[src/rtl/svle_pkg.sv]
// Shared types and constants for the square voice with linear envelope.
// Used by svle_ctrl, svle_dp and the top level; depends on nothing.
package svle_pkg;

	localparam int unsigned PeriodW   = 16;
	localparam int unsigned VolumeW   = 15;
	localparam int unsigned LengthW   = 24;
	localparam int unsigned DutyW     = 17;
	localparam int unsigned ProdW     = VolumeW + LengthW;
	localparam int unsigned DivSteps  = VolumeW;
	localparam int unsigned DivCntW   = $clog2(DivSteps);

	localparam logic [DutyW-1:0] DUTY_MAX   = 17'd65536;
	localparam logic [DutyW-1:0] DUTY_RESET = 17'd32768;
	localparam logic [DivCntW-1:0] DIV_LAST = DivCntW'(DivSteps - 1);

	localparam logic ACT_LOAD = 1'b0;
	localparam logic ACT_TICK = 1'b1;

	typedef enum logic [1:0] {
		ST_IDLE,
		ST_MUL,
		ST_DIV,
		ST_WAIT
	} state_t;

	typedef struct packed {
		logic load_note;
		logic start_tick;
		logic mul;
		logic div_step;
		logic push_out;
	} cmd_t;

	typedef struct packed {
		logic need_div;
		logic div_done;
		logic out_free;
	} stat_t;

endpackage

[src/rtl/svle_ctrl.sv]
// Controller state machine of the square voice: sequences load, multiply,
// divide and output handoff. Depends on svle_pkg.
module svle_ctrl (
	input  logic               clk,
	input  logic               arst_n,
	input  logic               in_valid,
	input  logic               action,
	output logic               in_stall,
	input  svle_pkg::stat_t    stat,
	output svle_pkg::cmd_t     cmd
);

	svle_pkg::state_t state_q;
	svle_pkg::state_t state_d;

	always_ff @(posedge clk or negedge arst_n) begin
		if (!arst_n) begin
			state_q <= svle_pkg::ST_IDLE;
		end else begin
			state_q <= state_d;
		end
	end

	always_comb begin
		state_d  = state_q;
		cmd      = '0;
		in_stall = 1'b1;
		case (state_q)
			svle_pkg::ST_IDLE: begin
				in_stall = 1'b0;
				if (in_valid) begin
					if (action == svle_pkg::ACT_LOAD) begin
						cmd.load_note = 1'b1;
					end else begin
						cmd.start_tick = 1'b1;
						state_d = stat.need_div ? svle_pkg::ST_MUL : svle_pkg::ST_WAIT;
					end
				end
			end
			svle_pkg::ST_MUL: begin
				cmd.mul = 1'b1;
				state_d = svle_pkg::ST_DIV;
			end
			svle_pkg::ST_DIV: begin
				cmd.div_step = 1'b1;
				if (stat.div_done) begin
					state_d = svle_pkg::ST_WAIT;
				end
			end
			svle_pkg::ST_WAIT: begin
				if (stat.out_free) begin
					cmd.push_out = 1'b1;
					state_d = svle_pkg::ST_IDLE;
				end
			end
			default: begin
				state_d = svle_pkg::ST_IDLE;
			end
		endcase
	end

`ifndef ASSERT_OFF
	a_cmd_onehot: assert property (@(posedge clk) disable iff (!arst_n)
		$onehot0(cmd))
		else $error("more than one datapath command at once");

	a_div_exit: assert property (@(posedge clk) disable iff (!arst_n)
		(state_q == svle_pkg::ST_DIV && stat.div_done) |=> state_q == svle_pkg::ST_WAIT)
		else $error("divide did not hand over to output stage");

	a_tick_div: assert property (@(posedge clk) disable iff (!arst_n)
		(cmd.start_tick && stat.need_div) |=> cmd.mul)
		else $error("enveloped tick did not start multiply");
`endif

endmodule

[src/rtl/svle_dp.sv]
// Datapath of the square voice: note state, duty register, envelope multiply,
// restoring divider and output register. Depends on svle_pkg.
module svle_dp (
	input  logic                                 clk,
	input  logic                                 arst_n,
	input  logic                                 cfg_we,
	input  logic [svle_pkg::DutyW-1:0]           cfg_data,
	input  logic [svle_pkg::PeriodW-1:0]         period,
	input  logic [svle_pkg::VolumeW-1:0]         volume,
	input  logic [svle_pkg::LengthW-1:0]         duration,
	input  logic [svle_pkg::LengthW-1:0]         attack,
	input  logic [svle_pkg::LengthW-1:0]         release_req,
	input  svle_pkg::cmd_t                       cmd,
	output svle_pkg::stat_t                      stat,
	output logic                                 out_valid,
	input  logic                                 out_stall,
	output logic [svle_pkg::VolumeW-1:0]         sample,
	output logic                                 last,
	output logic                                 active
);

	localparam int unsigned PW = svle_pkg::PeriodW;
	localparam int unsigned VW = svle_pkg::VolumeW;
	localparam int unsigned LW = svle_pkg::LengthW;
	localparam int unsigned DW = svle_pkg::DutyW;
	localparam int unsigned XW = svle_pkg::ProdW;

	logic [DW-1:0]  duty_q;
	logic [PW-1:0]  phase_q;
	logic [LW-1:0]  position_q;
	logic [PW-1:0]  note_period_q;
	logic [PW-1:0]  high_length_q;
	logic [VW-1:0]  note_volume_q;
	logic [LW-1:0]  note_length_q;
	logic [LW-1:0]  attack_q;
	logic [LW-1:0]  release_q;
	logic           playing_q;

	logic [VW-1:0]  wave_q;
	logic [LW-1:0]  num_q;
	logic [LW-1:0]  den_q;
	logic [XW-1:0]  acc_q;
	logic [svle_pkg::DivCntW-1:0] cnt_q;
	logic           res_last_q;
	logic           res_active_q;

	logic           out_valid_q;
	logic [VW-1:0]  sample_q;
	logic           last_q;
	logic           active_q;

	logic [PW-1:0]  p_eff;
	logic [DW-1:0]  d_sat;
	logic [PW+DW-1:0] hl_prod;
	logic [VW-1:0]  wave;
	logic           in_attack;
	logic           in_release;
	logic [LW-1:0]  rel_start;
	logic [LW-1:0]  num;
	logic [LW-1:0]  den;
	logic [LW:0]    pos_inc;
	logic           is_last;
	logic [PW:0]    ph_inc;
	logic           ph_wrap;
	logic [LW:0]    trial;
	logic [LW:0]    diff;
	logic           ge;

	always_comb begin
		p_eff   = (period == '0) ? PW'(1) : period;
		d_sat   = (duty_q > svle_pkg::DUTY_MAX) ? svle_pkg::DUTY_MAX : duty_q;
		hl_prod = {{DW{1'b0}}, p_eff} * {{PW{1'b0}}, d_sat};

		wave       = (phase_q < high_length_q) ? note_volume_q : '0;
		rel_start  = note_length_q - release_q;
		in_attack  = position_q < attack_q;
		in_release = (release_q <= note_length_q) && (position_q > rel_start);
		num        = in_attack ? position_q : (note_length_q - position_q);
		den        = in_attack ? attack_q : release_q;

		pos_inc = {1'b0, position_q} + (LW+1)'(1);
		is_last = pos_inc >= {1'b0, note_length_q};
		ph_inc  = {1'b0, phase_q} + (PW+1)'(1);
		ph_wrap = ph_inc >= {1'b0, note_period_q};

		trial = {acc_q[XW-1:VW], acc_q[VW-1]};
		ge    = trial >= {1'b0, den_q};
		diff  = trial - {1'b0, den_q};

		stat.need_div = playing_q && (in_attack || in_release) && (wave != '0);
		stat.div_done = cnt_q == svle_pkg::DIV_LAST;
		stat.out_free = !out_valid_q || !out_stall;
	end

	always_ff @(posedge clk or negedge arst_n) begin
		if (!arst_n) begin
			duty_q        <= svle_pkg::DUTY_RESET;
			phase_q       <= '0;
			position_q    <= '0;
			note_period_q <= PW'(1);
			high_length_q <= '0;
			note_volume_q <= '0;
			note_length_q <= '0;
			attack_q      <= '0;
			release_q     <= '0;
			playing_q     <= 1'b0;
		end else begin
			if (cfg_we) begin
				duty_q <= cfg_data;
			end
			if (cmd.load_note) begin
				note_period_q <= p_eff;
				high_length_q <= hl_prod[PW+15:16];
				note_volume_q <= volume;
				note_length_q <= duration;
				attack_q      <= attack;
				release_q     <= release_req;
				phase_q       <= '0;
				position_q    <= '0;
				playing_q     <= duration != '0;
			end else if (cmd.start_tick && playing_q) begin
				phase_q    <= ph_wrap ? '0 : ph_inc[PW-1:0];
				position_q <= pos_inc[LW-1:0];
				if (is_last) begin
					playing_q <= 1'b0;
				end
			end
		end
	end

	always_ff @(posedge clk or negedge arst_n) begin
		if (!arst_n) begin
			cnt_q <= '0;
		end else if (cmd.mul) begin
			cnt_q <= '0;
		end else if (cmd.div_step) begin
			cnt_q <= cnt_q + svle_pkg::DivCntW'(1);
		end
	end

	always_ff @(posedge clk) begin
		if (cmd.start_tick) begin
			wave_q       <= wave;
			num_q        <= num;
			den_q        <= den;
			res_last_q   <= playing_q && is_last;
			res_active_q <= playing_q;
			acc_q        <= {{LW{1'b0}}, (playing_q ? wave : VW'(0))};
		end else if (cmd.mul) begin
			acc_q <= {{LW{1'b0}}, wave_q} * {{VW{1'b0}}, num_q};
		end else if (cmd.div_step) begin
			acc_q <= {(ge ? diff[LW-1:0] : trial[LW-1:0]), acc_q[VW-2:0], ge};
		end
	end

	always_ff @(posedge clk or negedge arst_n) begin
		if (!arst_n) begin
			out_valid_q <= 1'b0;
		end else if (cmd.push_out) begin
			out_valid_q <= 1'b1;
		end else if (!out_stall) begin
			out_valid_q <= 1'b0;
		end
	end

	always_ff @(posedge clk) begin
		if (cmd.push_out) begin
			sample_q <= acc_q[VW-1:0];
			last_q   <= res_last_q;
			active_q <= res_active_q;
		end
	end

	assign out_valid = out_valid_q;
	assign sample    = sample_q;
	assign last      = last_q;
	assign active    = active_q;

`ifndef ASSERT_OFF
	a_phase_range: assert property (@(posedge clk) disable iff (!arst_n)
		phase_q < note_period_q)
		else $error("phase outside period");

	a_idle_zero: assert property (@(posedge clk) disable iff (!arst_n)
		(out_valid_q && !active_q) |-> (sample_q == '0 && !last_q))
		else $error("idle request carries a nonzero sample");

	a_play_stop: assert property (@(posedge clk) disable iff (!arst_n)
		$fell(playing_q) |-> ($past(cmd.start_tick) || $past(cmd.load_note)))
		else $error("note ended without a tick or load");
`endif

endmodule

[src/rtl/square_voice_with_linear_envelope_top.sv]
// Top level of the square voice with linear attack and release envelope.
// Joins svle_ctrl and svle_dp; depends on svle_pkg.
//
// channel   handshake            payload
// in        in_valid / in_stall  action, period, volume, duration, attack, release_req
// out       out_valid/out_stall  sample, last, active
// cfg       cfg_we               cfg_data (duty, Q1.16)
//
// A load updates the note state. A tick outside the ramps skips multiply and divide.
// A tick inside a ramp with the wave high runs one multiply, 15 steps of the
// restoring divider, one quotient bit per cycle, then the handoff to the output register.
// Reset is asynchronous; the voice starts idle with duty at one half.
// The output register holds a result while out_stall is high; the next request is
// still taken and its result waits until the register frees.
module square_voice_with_linear_envelope_top (
	input  logic                                 clk,
	input  logic                                 arst_n,
	input  logic                                 cfg_we,
	input  logic [svle_pkg::DutyW-1:0]           cfg_data,
	input  logic                                 in_valid,
	output logic                                 in_stall,
	input  logic                                 action,
	input  logic [svle_pkg::PeriodW-1:0]         period,
	input  logic [svle_pkg::VolumeW-1:0]         volume,
	input  logic [svle_pkg::LengthW-1:0]         duration,
	input  logic [svle_pkg::LengthW-1:0]         attack,
	input  logic [svle_pkg::LengthW-1:0]         release_req,
	output logic                                 out_valid,
	input  logic                                 out_stall,
	output logic [svle_pkg::VolumeW-1:0]         sample,
	output logic                                 last,
	output logic                                 active
);

	svle_pkg::cmd_t  cmd;
	svle_pkg::stat_t stat;

	svle_ctrl u_ctrl (
		.clk      (clk),
		.arst_n   (arst_n),
		.in_valid (in_valid),
		.action   (action),
		.in_stall (in_stall),
		.stat     (stat),
		.cmd      (cmd)
	);

	svle_dp u_dp (
		.clk         (clk),
		.arst_n      (arst_n),
		.cfg_we      (cfg_we),
		.cfg_data    (cfg_data),
		.period      (period),
		.volume      (volume),
		.duration    (duration),
		.attack      (attack),
		.release_req (release_req),
		.cmd         (cmd),
		.stat        (stat),
		.out_valid   (out_valid),
		.out_stall   (out_stall),
		.sample      (sample),
		.last        (last),
		.active      (active)
	);

endmodule
[config.mk]
export PLATFORM = sky130hd
export DESIGN_NAME = square_voice_with_linear_envelope_top
export DESIGN_NICKNAME = d
export VERILOG_FILES = /design/src/rtl/svle_pkg.sv /design/src/rtl/svle_ctrl.sv /design/src/rtl/svle_dp.sv /design/src/rtl/square_voice_with_linear_envelope_top.sv
export SDC_FILE = /design/constraint.sdc
export NUM_CORES = 2
export LEC_CHECK = 0
export BUFFER_PORTS_ARGS = -buffer_cell sky130_fd_sc_hd__clkbuf_2
export CAP_MARGIN = 20
export CORE_ASPECT_RATIO = 1.1
export CORE_MARGIN = 1
export CORE_UTILIZATION = 31
export CTS_CLUSTER_DIAMETER = 200
export CTS_CLUSTER_SIZE = 40
export DETAILED_ROUTE_END_ITERATION = 7
export PLACE_DENSITY = 0.55
export RECOVER_POWER = 50
export SLEW_MARGIN = 25
export SYNTH_ARGS = -nofsm -noshare
export SYNTH_HDL_FRONTEND = slang
export SYNTH_HIERARCHICAL = 1
export SYNTH_SLANG_ARGS = --single-unit
[constraint.sdc]
create_clock -name clk -period 6.5 [get_ports clk]
set_clock_uncertainty 0.05 [all_clocks]
set_input_delay 0.65 -clock clk [delete_from_list [all_inputs] [get_ports clk]]
set_output_delay 0.65 -clock clk [all_outputs]
set_load 0.01 [all_outputs]
## After elaboration in Yosys (flattened, before gate mapping)

Cells that the tools add are included.

- Bits in read-only memories: 0
- Memories: 0
- Logic and storage cells: 104
- Output and inout port bits: 19
- Latch bits: 0
- Memory bits (writable): 0
- Bits of input ports: 126
- Register bits after elaboration: 305

- Reduce and logical (&&, ||, !) cells: 19
- Order comparisons: 8
- Eq/ne operators: 9
- Shift operators: 0
- $mul: 2
- Div/mod/pow operators: 0
- Mux-type cells: 37
- Add/sub/neg operators: 6
- Bitwise operators: 0

Operators by type and width:

| kind | number |
|---|---|
| $mux 24 | 5 |
| $mux 39 | 2 |
| $sub 24x24->24 | 3 |
| $mux 16 | 4 |
| $ge 25x24->1 | 2 |
| $mux 15 | 3 |
| $mul 15x24->39 | 1 |
| $mul 16x17->32 | 1 |
| $add 24x1->25 const B | 1 |
| $gt 24x24->1 | 1 |
| $le 24x24->1 | 1 |
| $lt 24x24->1 | 1 |
| $reduce_bool 24->1 | 1 |
| $add 16x1->17 const B | 1 |
| $ge 17x16->1 | 1 |
| $gt 17x17->1 const B | 1 |
| $mux 17 | 1 |
| $logic_not 16->1 | 1 |
| $lt 16x16->1 | 1 |
| $reduce_bool 15->1 | 1 |
| $mux 2 | 7 |
| $mux 1 | 12 |
| $mux 4 | 2 |
| $ne 2x2->1 const B | 4 |
| other kinds (14) | 23 |

## Logic depth before layout (Yosys ltp)

- Word-level depth: 10
- Depth in mapped cells: 28
- Mapped depth without buffers: 27

## By module

Netlist, hierarchy kept.

By module, submodules not included:

| module | area each (um2) | sequential area each (um2) | cells each | times used |
|---|---|---|---|---|
| svle_dp | 38301.7 | 7950.1 | 4206 | 1 |
| svle_ctrl | 212.7 | 50.0 | 24 | 1 |

## Least setup slack after synthesis

Ideal clock, no wire load.

- Path kind: register -> register
- From: reg u_dp.duty_q[7]
- To: reg u_dp.high_length_q[12]
- Arrival time: 6485 ps
- Clock period less this slack: 6672 ps
- Library setup time: 137 ps
- Required time: 6313 ps
- Buffers on the path: 1
- Cell stages (with the launch flop): 28
- Setup slack: -172 ps
- Cells stage by stage: dfrtp_1 > nor4_1 > nand4_1 > nand2_1 > and2_1 > clkbuf_1 > nand2_1 > fa_1 > inv_1 > fa_1 > inv_1 > fa_1 > inv_1 > fa_1 > fa_1 > inv_1 > fa_1 > inv_1 > ha_1 > a21o_1 > a211oi_1 > nor4b_2 > o21ai_2 > a21oi_1 > o31ai_1 > a21oi_1 > xor2_1 > mux2i_1

- Word-level cells in the longest chain between the ends: 3

Ends and longest elaborated chain:

| what | line | RTL |
|---|---|---|
| from (decl) | svle_dp.sv:28 | `logic [DW-1:0] duty_q;` |
| from (signal assigned) | svle_dp.sv:97 | `duty_q <= svle_pkg::DUTY_RESET;` |
| from (signal assigned) | svle_dp.sv:109 | `duty_q <= cfg_data;` |
| $gt 17x17->1 | svle_dp.sv:71 | `d_sat = (duty_q > svle_pkg::DUTY_MAX) ? svle_pkg::DUTY_MAX : duty_q;` |
| $mux 17 (*) | svle_dp.sv:71 |  |
| $mul 16x17->32 (*) | svle_dp.sv:72 | `hl_prod = {{DW{1'b0}}, p_eff} * {{PW{1'b0}}, d_sat};` |
| to (signal assigned) | svle_dp.sv:113 | `high_length_q <= hl_prod[PW+15:16];` |
| to (decl) | svle_dp.sv:32 | `logic [PW-1:0] high_length_q;` |

Every way passes the cells marked *; elsewhere a longest branch is shown, timed or not.
A chain may end at the register's enable or synchronous reset.

## Worst setup path after layout

- From: reg u_dp.wave_q[9]
- To: reg u_dp.acc_q[38]

- Word-level cells in the longest chain between the ends: 2

Ends and longest elaborated chain:

| what | line | RTL |
|---|---|---|
| from (decl) | svle_dp.sv:39 | `logic [VW-1:0] wave_q;` |
| from (signal assigned) | svle_dp.sv:143 | `wave_q <= wave;` |
| $mul 15x24->39 | svle_dp.sv:150 | `acc_q <= {{LW{1'b0}}, wave_q} * {{VW{1'b0}}, num_q};` |
| $mux 39 | svle_dp.sv:149 | `end else if (cmd.mul) begin` |
| to (signal assigned) | svle_dp.sv:148 | `acc_q <= {{LW{1'b0}}, (playing_q ? wave : VW'(0))};` |
| to (signal assigned) | svle_dp.sv:150 |  |
| to (signal assigned) | svle_dp.sv:152 | `acc_q <= {(ge ? diff[LW-1:0] : trial[LW-1:0]), acc_q[VW-2:0], ge};` |
| to (decl) | svle_dp.sv:42 | `logic [XW-1:0] acc_q;` |

No other way between the ends.

==> results_dict.tcl <==
set metrics [dict create \
    gp_congestion 0.886 \
    clockBufferDepth 3 \
    critPathSlowestCell "fa_1" \
    die_h_um 372 \
    fin_crit_ns 6.62 \
    io_pins 145 \
    dieArea_um2 126000 \
    syn-num-nets 5231 \
    crit_type "register to register" \
    grt_usage 0.182 \
    wl_per_cell_um 18.4 \
    cp-end-kind "register" \
    grt_max_degree 169 \
    rsz0062_at_grt "yes" \
    numCtsBuffers 11 \
    drv_slew 283 \
    grt_pass1_vias 31000 \
    synth_edf_count 97 \
    initial_core_util 0.313 \
    synth_area_um2 38500 \
    cts_max_level 1 \
    fp.coreArea_um2 123000 \
    cts_root_buffer "clkbuf_16" \
    wirelength_um 114000 \
    synthCells 4230 \
    setup_viol 9 \
    tightest_slew_ns 2.91 \
    dp_slack_ns -0.398 \
    arrival_ns 6.95 \
    max_clock_freq_mhz 151 \
    numClockSinks 305 \
    violations "max-capacitance violations, max-slew violations, negative setup slack" \
    clk_latency_ns 0.56 \
    firstDrtPassIters 5 \
    antenna_found_initial 0 \
    ys_ff_latch 305 \
    drc 0 \
    fillers 12700 \
    layout_worst_path_cycle_share 1.02 \
    layout-drive-gt1-share 0.151 \
    dp_hpwl_um 92900 \
    path_buf_inv 8 \
    grt_pass1_wl_um 177000 \
    ant_nets 0 \
    vias_per_cell 4.83 \
    hold_class "input port to register" \
    grt_overflow 0 \
    synth_cell_types 87 \
    ys_seq_area_frac 0.208 \
    slew_headroom -0.943 \
    rows 135 \
    layout_setup_ws_ns -0.116 \
    critPathRequiredTime_ns 6.83 \
    syn_avg_cell_area_um2 9.11 \
    cp_top_family "adder cells" \
    synth_ff_type "dfrtp_1" \
    cts.clk_slew.worst_paths_ns 0.18 \
    first_iter_violations 1656 \
    synthArstFlopShare 0.603 \
    io_buffers 144 \
    vias 29900 \
    cts_tree "done" \
    crit_fanout 6 \
    startpoint_type "register" \
    timing.critical_path.mode_cell "fa_1" \
    max_stage_delay_ns 0.61 \
    area_delta_synth_final_pct 15.5 \
    nNetsFinal 5548 \
    status "complete, but fails checks" \
    yosys_warnings 6 \
    die_x_um 338 \
    cap_violations 5 \
    finalHoldViolations 0 \
]
per-stage QoR:
stage / utilization / instances / hold slack (ns) / area, µm² / setup TNS (ns)
global route: 0.361 / 6195 / 0.221 / 44500 / -4.77
CTS: 0.354 / 6166 / 0.206 / 43600 / -1.12
detailed placement: 0.348 / 6125 / 0.361 / 42900 / -5.61
finish: 0.361 / 6196 / 0.234 / 44500 / -0.511
global placement: 0.348 / 6125 / 0.371 / 42900 / -4.51
floorplan: - / 4230 / 0.304 / 38500 / 0
routing by layer:
layer / part of all wire / wire length (µm) / global-route usage
met1: 0.45 / 51400 / 0.242
met2: 0.49 / 56100 / 0.316
met3: 0.034 / 3860 / 0.0149
met4: 0.025 / 2850 / 0.0459
met5: 0 / 0 / 0
final timing paths:
kind,startpoint,endpoint,slack [ns],depth (start not counted)
hold / removal,attack[12],u_dp/attack_q[12],0.23,3
hold reg to reg,u_dp/res_active_q,u_dp/active,0.39,0
max in group asynchronous,arst_n,u_dp/note_volume_q[1],1.36,3
setup reg to reg,u_dp/wave_q[9],u_dp/acc_q[38],-0.12,26
setup / recovery,u_dp/wave_q[9],u_dp/acc_q[38],-0.12,26
min in group asynchronous,arst_n,u_dp/duty_q[3],1.50,2
placed cells by master (no fill, tap or decap), types with 21 or more instances in the layout:
| master | instances |
|---|---|
| a211oi_1 | 29 |
| xnor2_1 | 103 |
| nand4_1 | 42 |
| clkbuf_2 | 124 |
| inv_1 | 660 |
| a21o_1 | 82 |
| and2_1 | 248 |
| a21oi_1 | 127 |
| ha_1 | 365 |
| edfxtp_1 | 97 |
| o21a_1 | 36 |
| mux2i_1 | 26 |
| nand2b_1 | 40 |
| xor2_1 | 49 |
| buf_6 | 44 |
| buf_4 | 278 |
| o21ai_0 | 206 |
| nor2_1 | 131 |
| fa_1 | 475 |
| inv_2 | 21 |
| and3_1 | 44 |
| nor4_1 | 22 |
| mux2_2 | 37 |
| nand2_1 | 579 |
| dfrtp_1 | 182 |
| dfxtp_1 | 24 |
| nand3_1 | 43 |
| clkbuf_1 | 29 |
| nor2b_1 | 34 |
| nor3_1 | 29 |
cells in the mapped netlist (24+ instances only):
cell	number	share of area
inv_1	679	0.066
nand2_1	594	0.058
fa_1	493	0.26
ha_1	382	0.12
and2_1	262	0.043
o21ai_0	211	0.027
dfrtp_1	182	0.12
clkbuf_1	162	0.016
a21oi_1	146	0.019
nor2_1	136	0.013
xnor2_1	108	0.025
edfxtp_1	97	0.076
a21o_1	82	0.016
xor2_1	51	0.012
and3_1	45	0.0073
nand3_1	43	0.0056
nand4_1	42	0.0068
nand2b_1	40	0.0065
mux2_2	38	0.011
o21a_1	36	0.0070
nor2b_1	35	0.0057
a211oi_1	31	0.0060
nor3_1	30	0.0039
mux2i_1	26	0.0068
nor4_1	25	0.0041
dfxtp_1	24	0.012
worst register-to-register path: cells and delay by family (launching register included):
kind	cells	cell delay, ns
AOI/OAI and AO/OA	5	0.80
xor gates and xnor gates	1	0.14
DFF	1	0.55
adders and majority gates	7	3.27
buffers and inverters	8	0.87
and+or+nand+nor	5	0.81
final cells by class:
| type | count | area, µm² | area share |
|---|---|---|---|
| repair buffers | 486 | 3580 | 0.0805 |
| multi-input cells | 3059 | 28000 | 0.629 |
| clock inverters | 1 | 16.3 | 0.000366 |
| diodes | 1 | 2.50 | 0.0000562 |
| inverters | 684 | 2570 | 0.0577 |
| clock buffers | 16 | 294 | 0.00661 |
| well taps | 1644 | 2060 | 0.0462 |
| flip-flops and latches | 305 | 8000 | 0.180 |
repair_timing:
action | CTS | global route
endpoints found under the setup margin | 33 | 33
gates cloned | 1 | 3
pin swaps | 30 | 148
hold buffers | 1 | 0
hold endpoints to repair | 31 | 0
buffers inserted | 22 | 29
gates resized for setup | 45 | 169
cells by family (layout without fill, tap and decap cells):
family,count (synthesis),count (layout),synth area share
compound gates,648,648,0.105
xor+xnor,159,159,0.0362
fa+ha+maj,875,875,0.380
buf+inv,866,1187,0.0858
flops,305,305,0.208
mux,64,64,0.0179
other cells,0,1,0
simple gates,1313,1313,0.167
flip-flops by register name, indices dropped and copies added, names as in the netlist, 16 cells and up:
register            count
u_dp/den_q             24
u_dp/note_period_q     16
u_dp/acc_q             39
u_dp/release_q         24
u_dp/attack_q          24
u_dp/duty_q            17
u_dp/note_length_q     24
u_dp/num_q             24
u_dp/high_length_q     16
u_dp/phase_q           16
u_dp/position_q        24
Power is left out: the tool's default activity adds up to more than one toggle a clock period on the data nets, which glitch-free logic cannot reach.
